[src/mtrie_pkg.sv]
// Types and constants shared by the route lookup core.
`default_nettype none

package mtrie_pkg;

    localparam int STRIDE_BITS    = 8;
    localparam int STRIDE_ENTRIES = 256;
    localparam int LEVELS         = 4;
    localparam int RANK_W         = 6;
    localparam int ADDR_BITS      = 32;
    localparam int LEN_W          = 6;
    localparam int MAX_LEN        = 32;
    localparam int SPAN_W         = 9;
    localparam int STATUS_W       = 2;

    typedef enum logic [0:0] {
        FUNC_INSERT = 1'b0,
        FUNC_LOOKUP = 1'b1
    } func_t;

    typedef enum logic [1:0] {
        STATUS_OK   = 2'd0,
        STATUS_MISS = 2'd1,
        STATUS_FULL = 2'd2
    } status_t;

    typedef enum logic [2:0] {
        S_CLEAR,
        S_IDLE,
        S_LOOK,
        S_WALK,
        S_EXP
    } state_t;

    typedef struct packed {
        logic rd_en;
        logic wr_en;
    } mem_ctl_t;

    function automatic logic [STRIDE_BITS-1:0] addr_byte(
        input logic [ADDR_BITS-1:0] a,
        input logic [1:0]           lvl
    );
        logic [STRIDE_BITS-1:0] b;
        unique case (lvl)
            2'd0:    b = a[31:24];
            2'd1:    b = a[23:16];
            2'd2:    b = a[15:8];
            default: b = a[7:0];
        endcase
        return b;
    endfunction

endpackage

`default_nettype wire

[src/mtrie_ctrl.sv]
// Sequencer for clear, lookup walk, insert walk and prefix expansion.
`default_nettype none

module mtrie_ctrl #(
    parameter int TABLE_COUNT = 256,
    parameter int PORT_BITS   = 16,
    parameter int TBL_W       = 8,
    parameter int ADDR_W      = 16,
    parameter int DATA_W      = 30
) (
    input  wire                          clk,
    input  wire                          rst_n,
    input  wire                          in_valid,
    output logic                         in_ready,
    input  mtrie_pkg::func_t             in_func,
    input  wire [31:0]                   in_addr,
    input  wire [5:0]                    in_len,
    input  wire [PORT_BITS-1:0]          in_port,
    output logic                         res_valid,
    input  wire                          res_ready,
    output logic [PORT_BITS-1:0]         res_port,
    output mtrie_pkg::status_t           res_status,
    output mtrie_pkg::mem_ctl_t          mem_ctl,
    output logic [ADDR_W-1:0]            wr_addr,
    output logic [DATA_W-1:0]            wr_data,
    output logic [ADDR_W-1:0]            rd_addr,
    input  wire [DATA_W-1:0]             rd_data
);
    import mtrie_pkg::*;

    localparam int CNT_W = $clog2(TABLE_COUNT + 1);
    localparam logic [ADDR_W-1:0] LAST_ENTRY = ADDR_W'(TABLE_COUNT * STRIDE_ENTRIES - 1);

    state_t                 state_reg, state_next;
    logic [1:0]             lvl_reg, lvl_next;
    logic [TBL_W-1:0]       table_reg, table_next;
    logic [ADDR_BITS-1:0]   addr_reg, addr_next;
    logic [RANK_W-1:0]      rank_reg, rank_next;
    logic [PORT_BITS-1:0]   port_reg, port_next;
    logic [1:0]             exp_lvl_reg, exp_lvl_next;
    logic [SPAN_W-1:0]      span_reg, span_next;
    logic [SPAN_W-1:0]      rd_i_reg, rd_i_next;
    logic                   pend_reg, pend_next;
    logic [ADDR_W-1:0]      pend_addr_reg, pend_addr_next;
    logic [CNT_W-1:0]       free_reg, free_next;
    logic                   found_reg, found_next;
    logic [PORT_BITS-1:0]   hit_port_reg, hit_port_next;
    logic [ADDR_W-1:0]      clr_reg, clr_next;

    logic [RANK_W-1:0]      e_rank;
    logic [PORT_BITS-1:0]   e_port;
    logic [TBL_W-1:0]       e_child;
    logic [LEN_W-1:0]       sat_len;
    logic [ADDR_BITS-1:0]   masked_addr;
    logic [1:0]             in_exp_lvl;
    logic [LEN_W-1:0]       in_end;
    logic [3:0]             in_shift;
    logic [STRIDE_BITS-1:0] exp_idx;

    assign e_rank  = rd_data[DATA_W-1 -: RANK_W];
    assign e_port  = rd_data[TBL_W +: PORT_BITS];
    assign e_child = rd_data[TBL_W-1:0];

    assign sat_len     = (in_len > LEN_W'(MAX_LEN)) ? LEN_W'(MAX_LEN) : in_len;
    assign masked_addr = in_addr & (32'hFFFF_FFFF << (LEN_W'(MAX_LEN) - sat_len));
    assign in_exp_lvl  = (sat_len == '0) ? 2'd0 : 2'((sat_len - 6'd1) >> 3);
    assign in_end      = LEN_W'({in_exp_lvl, 3'b000}) + LEN_W'(STRIDE_BITS);
    assign in_shift    = 4'(in_end - sat_len);
    assign exp_idx     = addr_byte(addr_reg, lvl_reg) + rd_i_reg[STRIDE_BITS-1:0];

    always_ff @(posedge clk or negedge rst_n)
    begin
        if (!rst_n)
        begin
            state_reg <= S_CLEAR;
            clr_reg   <= '0;
            free_reg  <= CNT_W'(1);
            pend_reg  <= 1'b0;
        end
        else
        begin
            state_reg <= state_next;
            clr_reg   <= clr_next;
            free_reg  <= free_next;
            pend_reg  <= pend_next;
        end
    end

    always_ff @(posedge clk)
    begin
        lvl_reg       <= lvl_next;
        table_reg     <= table_next;
        addr_reg      <= addr_next;
        rank_reg      <= rank_next;
        port_reg      <= port_next;
        exp_lvl_reg   <= exp_lvl_next;
        span_reg      <= span_next;
        rd_i_reg      <= rd_i_next;
        pend_addr_reg <= pend_addr_next;
        found_reg     <= found_next;
        hit_port_reg  <= hit_port_next;
    end

    always_comb
    begin
        logic [TBL_W-1:0] next_tbl;
        state_next     = state_reg;
        lvl_next       = lvl_reg;
        table_next     = table_reg;
        addr_next      = addr_reg;
        rank_next      = rank_reg;
        port_next      = port_reg;
        exp_lvl_next   = exp_lvl_reg;
        span_next      = span_reg;
        rd_i_next      = rd_i_reg;
        pend_next      = 1'b0;
        pend_addr_next = pend_addr_reg;
        free_next      = free_reg;
        found_next     = found_reg;
        hit_port_next  = hit_port_reg;
        clr_next       = clr_reg;
        in_ready       = 1'b0;
        res_valid      = 1'b0;
        res_port       = '0;
        res_status     = STATUS_OK;
        mem_ctl        = '0;
        wr_addr        = '0;
        wr_data        = '0;
        rd_addr        = '0;
        next_tbl       = '0;

        unique case (state_reg)
            S_CLEAR:
            begin
                mem_ctl.wr_en = 1'b1;
                wr_addr       = clr_reg;
                clr_next      = clr_reg + ADDR_W'(1);
                if (clr_reg == LAST_ENTRY)
                begin
                    state_next = S_IDLE;
                end
            end

            S_IDLE:
            begin
                in_ready = 1'b1;
                if (in_valid)
                begin
                    mem_ctl.rd_en = 1'b1;
                    lvl_next      = 2'd0;
                    table_next    = '0;
                    found_next    = 1'b0;
                    hit_port_next = '0;
                    rank_next     = sat_len + 6'd1;
                    port_next     = in_port;
                    exp_lvl_next  = in_exp_lvl;
                    span_next     = SPAN_W'(1) << in_shift;
                    if (in_func == FUNC_LOOKUP)
                    begin
                        addr_next  = in_addr;
                        rd_addr    = {TBL_W'(0), addr_byte(in_addr, 2'd0)};
                        state_next = S_LOOK;
                    end
                    else
                    begin
                        addr_next  = masked_addr;
                        rd_addr    = {TBL_W'(0), addr_byte(masked_addr, 2'd0)};
                        state_next = S_WALK;
                    end
                end
            end

            S_LOOK:
            begin
                if ((e_child == '0) || (lvl_reg == 2'(LEVELS - 1)))
                begin
                    res_valid  = 1'b1;
                    res_port   = (e_rank != '0) ? e_port : hit_port_reg;
                    res_status = ((e_rank != '0) || found_reg) ? STATUS_OK : STATUS_MISS;
                    if (res_ready)
                    begin
                        state_next = S_IDLE;
                    end
                end
                else
                begin
                    if (e_rank != '0)
                    begin
                        found_next    = 1'b1;
                        hit_port_next = e_port;
                    end
                    mem_ctl.rd_en = 1'b1;
                    rd_addr       = {e_child, addr_byte(addr_reg, lvl_reg + 2'd1)};
                    table_next    = e_child;
                    lvl_next      = lvl_reg + 2'd1;
                end
            end

            S_WALK:
            begin
                if (lvl_reg == exp_lvl_reg)
                begin
                    rd_i_next  = '0;
                    state_next = S_EXP;
                end
                else if (e_child != '0)
                begin
                    mem_ctl.rd_en = 1'b1;
                    rd_addr       = {e_child, addr_byte(addr_reg, lvl_reg + 2'd1)};
                    table_next    = e_child;
                    lvl_next      = lvl_reg + 2'd1;
                end
                else if (free_reg >= CNT_W'(TABLE_COUNT))
                begin
                    res_valid  = 1'b1;
                    res_status = STATUS_FULL;
                    if (res_ready)
                    begin
                        state_next = S_IDLE;
                    end
                end
                else
                begin
                    next_tbl      = free_reg[TBL_W-1:0];
                    mem_ctl.wr_en = 1'b1;
                    wr_addr       = {table_reg, addr_byte(addr_reg, lvl_reg)};
                    wr_data       = {e_rank, e_port, next_tbl};
                    mem_ctl.rd_en = 1'b1;
                    rd_addr       = {next_tbl, addr_byte(addr_reg, lvl_reg + 2'd1)};
                    table_next    = next_tbl;
                    free_next     = free_reg + CNT_W'(1);
                    lvl_next      = lvl_reg + 2'd1;
                end
            end

            S_EXP:
            begin
                if (pend_reg && (e_rank < rank_reg))
                begin
                    mem_ctl.wr_en = 1'b1;
                    wr_addr       = pend_addr_reg;
                    wr_data       = {rank_reg, port_reg, e_child};
                end
                if (rd_i_reg != span_reg)
                begin
                    mem_ctl.rd_en  = 1'b1;
                    rd_addr        = {table_reg, exp_idx};
                    rd_i_next      = rd_i_reg + SPAN_W'(1);
                    pend_next      = 1'b1;
                    pend_addr_next = {table_reg, exp_idx};
                end
                else if (!pend_reg)
                begin
                    res_valid = 1'b1;
                    if (res_ready)
                    begin
                        state_next = S_IDLE;
                    end
                end
            end

            default:
            begin
                state_next = S_IDLE;
            end
        endcase
    end

endmodule

`default_nettype wire

[config.mk]
export PLATFORM = sky130hd
export DESIGN_NAME = mtrie_ctrl
export DESIGN_NICKNAME = d
export VERILOG_FILES = /design/src/mtrie_pkg.sv /design/src/mtrie_ctrl.sv
export SDC_FILE = /design/constraint.sdc
export NUM_CORES = 1
export LEC_CHECK = 0
export BUFFER_PORTS_ARGS = -buffer_cell sky130_fd_sc_hd__buf_4
export CORE_ASPECT_RATIO = 0.75
export CORE_MARGIN = 2
export CORE_UTILIZATION = 55
export CTS_CLUSTER_SIZE = 25
export DETAILED_ROUTE_END_ITERATION = 12
export PLACE_DENSITY = 0.87
export SETUP_SLACK_MARGIN = 0.1
export SLEW_MARGIN = 30
export SYNTH_ARGS = -nofsm -noshare
export SYNTH_HDL_FRONTEND = slang
export SYNTH_SLANG_ARGS = --single-unit
[constraint.sdc]
create_clock -name clk -period 6.41 [get_ports clk]
set_input_delay 0.3205 -clock clk [delete_from_list [all_inputs] [get_ports clk]]
set_output_delay 0.3205 -clock clk [all_outputs]
set_load 0.01 [all_outputs]
==> key figures <==
Worst setup path
  • Crit. Startpoint: lvl_reg[0]$_SDFFCE_PN0P_
  • R2R Path Start: lvl_reg[0]$_SDFFCE_PN0P_
  • Crit Path Class: reg -> out
  • Crit path max-delay cell type: o311ai_0
  • Req. time, crit path: between 6 and 7 ns
  • Setup crit start kind: flip-flop
  • Crit-path max FO: 16
  • Crit. End Element: output port
  • Buf/Inv on CP: 3
  • Cell chain of the critical path: inv_1, ha_1, a222oi_1, a21oi_1, ha_1, inv_1, fa_1, nor2b_1, o21a_1, o21a_1, o311ai_0, a22oi_1, nand2_1, buf_4
  • CP top delay family: compound AO/OA/AOI/OAI gates
  • Critical R2R Capture: pend_addr_reg[6]$_DFFE_PP_
  • CP arrival: ~3.9 ns
  • Reg2Reg Depth: 11
  • Register-to-register setup slack: 3.03 ns
  • Crit-path max cell delay: 0.53 ns

Placement
  • HPWL after DPL: 16,200 um
  • Placer Congestion: 0.940
  • # port buffers: 172
  • Post-DP Area: a little under 10,000 sq um

Synth
  • Main combinational cell family by area after synthesis: compound AO/OA/AOI/OAI gates
  • Top-count cell post-synth: edfxtp_1
  • Post-synthesis compound-gate area fraction: 17.6%
  • Sequential area share after synthesis: between 50% and 60%
  • Top post-synthesis cells by area: edfxtp_1 (42%), dfrtp_1 (8.4%), a22o_1 (4.9%)
  • Ys Warns: 0
  • Most frequent cells after synthesis: edfxtp_1 (117), nor2_1 (68), nand2_1 (64)
  • Cells after Synth: 769
  • Async SR Flop Fraction: 19.9%
  • Adder-Cell Fraction of Synth Area: 4.43%
  • Syn_nets: ~890
  • Ys flop type: edfxtp_1
  • Netlist cell types: 66
  • Register bit count reported by yosys: 146
  • Area leader, netlist: edfxtp_1
  • Simple-gate portion of the synthesized area: between 10% and 20%
  • Mux cell area share after synthesis: a little over 2%
  • Post-Syn Area: 8350 sq um
  • EDFF count, synth: 117
  • Top cell type's share of synthesized area: between 40% and 50%
  • XOR/XNOR share of the synthesized area: 5.03%
  • Syn avg cell area: approximately 11 sq um

GRT
  • Number of global-route vias before repair: 6,725
  • Aggregate global routing overflow: 0
  • Pin count of the biggest net entering global routing: 69
  • Most Crowded Layer GR: met2
  • Met1 Use GR: 41.5%
  • First-pass GRT wire length: 36,100 um
  • GR Util All Layers: 28.1%
  • Initial antenna violation count: 0
  • Met2 usage: a little over two fifths
  • Met3 Use GR: 6.67%

Drt
  • DRT iter0 DRCs: 1,033
  • Vias per Instance: 6.07
  • Drt wl/cell: 19.9 um
  • DRT Wirelength: 22,600 um
  • Total number of vias: between 6,000 and 7,000
  • Final ANT Viol Nets: 0
  • DRC: 0
  • Pre-antenna DRT Iters: 5

STA
  • Slew @ Worst Pin: 0.910 ns
  • # setup viols final: 0
  • Setup_tns: 0 ns
  • Skew final: roughly 0.015 ns
  • Hold WS: 0.0737 ns
  • Hold Violations, Final: 0
  • Final period util: 66.1%
  • Slew Viols, Final: 0
  • Rel. slew slack: about two fifths
  • RSZ-0062 raised after global routing: no
  • Tmin final: around 4.2 ns
  • Maximum clock frequency: 236 MHz

Hold path
  • Worst Hold Class: in -> reg
  • HP Start: in_port[6]
  • Hold-critical path depth: 1
  • Worst Hold Path EP: port_reg[6]$_DFFE_PP_

Power and ir drop
  • Power Dens Cells: approximately 380 nW/um^2
  • VDD IR max: 245 uV
  • Leakage power: roughly 4.5 nW

Clock tree
  • Clock transition at the registers of the reported paths: 0.06 ns
  • Root Driver: clkbuf_16
  • CTS tree: done
  • Post_cts resized: 0
  • Clk_lat worst skew: 0.42 ns
  • CTS buffer count: 17
  • Clock buffer depth: 2
  • CTS H-Tree Depth: 4
  • Clock Sinks: 146

Final layout
  • Layout cells sized above 1: 25.3%
  • Antenna Diode Count: 0
  • Register area: 4240 sq um
  • Final #Nets: 1,041
  • P&R area growth vs syn: 23.9%
  • FILL cells: 1,084
  • Area occupied by multi-input gates: 3790 sq um
  • Final Cell Area: 10,300 sq um
  • Final Core Density: 70.6%
  • Largest register FFs: 32

Floorplanning
  • DIE WIDTH: 146 um
  • # IOs: 173
  • Initial Utilization: 57.0%
  • DIE AREA: 16,200 sq um
  • FP Rows: 38
  • Die Y: 111 um
  • Core area: 14,600 sq um

Status
  • Status: finished, final reports clean

Flow run
  • Max_cap viols: 0
-- worst reg2reg max path, cell delays in order, from the launching register on --
cell	delay [ns]
edfxtp_1	0.47
inv_1	0.12
ha_1	0.39
a222oi_1	0.49
a21oi_1	0.16
ha_1	0.22
inv_1	0.07
fa_1	0.20
nor2b_1	0.06
o21a_1	0.20
o21a_1	0.19
o311ai_0	0.53
-- worst max-delay path by stage --
stage / endpoint / slack (ns) / depth (start not counted)
after floorplan: rd_addr[0] / 3.10 / 6
after global placement: rd_addr[6] / 2.87 / 14
final: rd_addr[6] / 2.17 / 14
after CTS: rd_addr[6] / 2.22 / 14
after global routing: rd_addr[6] / 1.90 / 14
after detailed placement: rd_addr[6] / 2.69 / 14
-- area by class of cell --
type                       instances  area share [%]
sequential                       146            41.0
multi-input combinational        546            36.6
timing repair buffer             180            13.1
clock buffer                      19            4.18
tap                              200            2.42
clock inverter                    13            1.56
inverter                          32            1.16
-- per-stage QoR --
| step | worst slack, ns | instances | total power [mW] |
|---|---|---|---|
| after floorplan | 3.10 | 769 | 2.38 |
| after global placement | 2.87 | 1103 | 2.84 |
| after detailed placement | 2.69 | 1103 | 2.89 |
| after CTS | 2.22 | 1136 | 3.90 |
| after global routing | 1.90 | 1136 | 4.12 |
| final | 2.17 | 1136 | 3.91 |
-- report_power, final --
group	leakage, nW	switching, mW	internal (mW)
logic	2.71	0.868	0.558
registers	1.48	0.160	1.32
clock network	0.279	0.395	0.612
-- timing repair --
item | in CTS | in global routing
hold buffers | 1 | 0
setup buffers | 0 | 0
hold endpoints to repair | 28 | 0
-- cells by family (layout without fill, tap and decap cells) --
group / Yosys count / after routing
compound gates: 189 / 189
xor+xnor: 48 / 48
fa+ha+maj: 29 / 29
buf+inv: 77 / 244
flops: 146 / 146
mux: 17 / 17
simple gates: 263 / 263
-- placed cells by master, fill, tap and decap left out, drive strengths merged, types with 11 or more instances in the layout --
cell type / synthesis / routed
a21boi: 11 / 11
a21o: 14 / 14
a21oi: 21 / 21
a222oi: 21 / 21
a22o: 47 / 47
and2: 15 / 15
and3: 11 / 11
buf: 19 / 179
clkbuf: 26 / 19
dfrtp: 28 / 28
edfxtp: 117 / 117
ha: 28 / 28
inv: 32 / 33
mux2i: 17 / 17
nand2: 64 / 64
nand3: 14 / 14
nor2: 71 / 71
nor2b: 20 / 20
nor3: 29 / 29
o21ai: 29 / 29
xnor2: 33 / 33
xor2: 15 / 15
-- metal layers --
metal	part of all wire, %	wire length, um
met4	1.2	276
met1	44	9820
met3	9.5	2140
met5	0	0
met2	46	10300
Power figures use the tool's default switching activity.
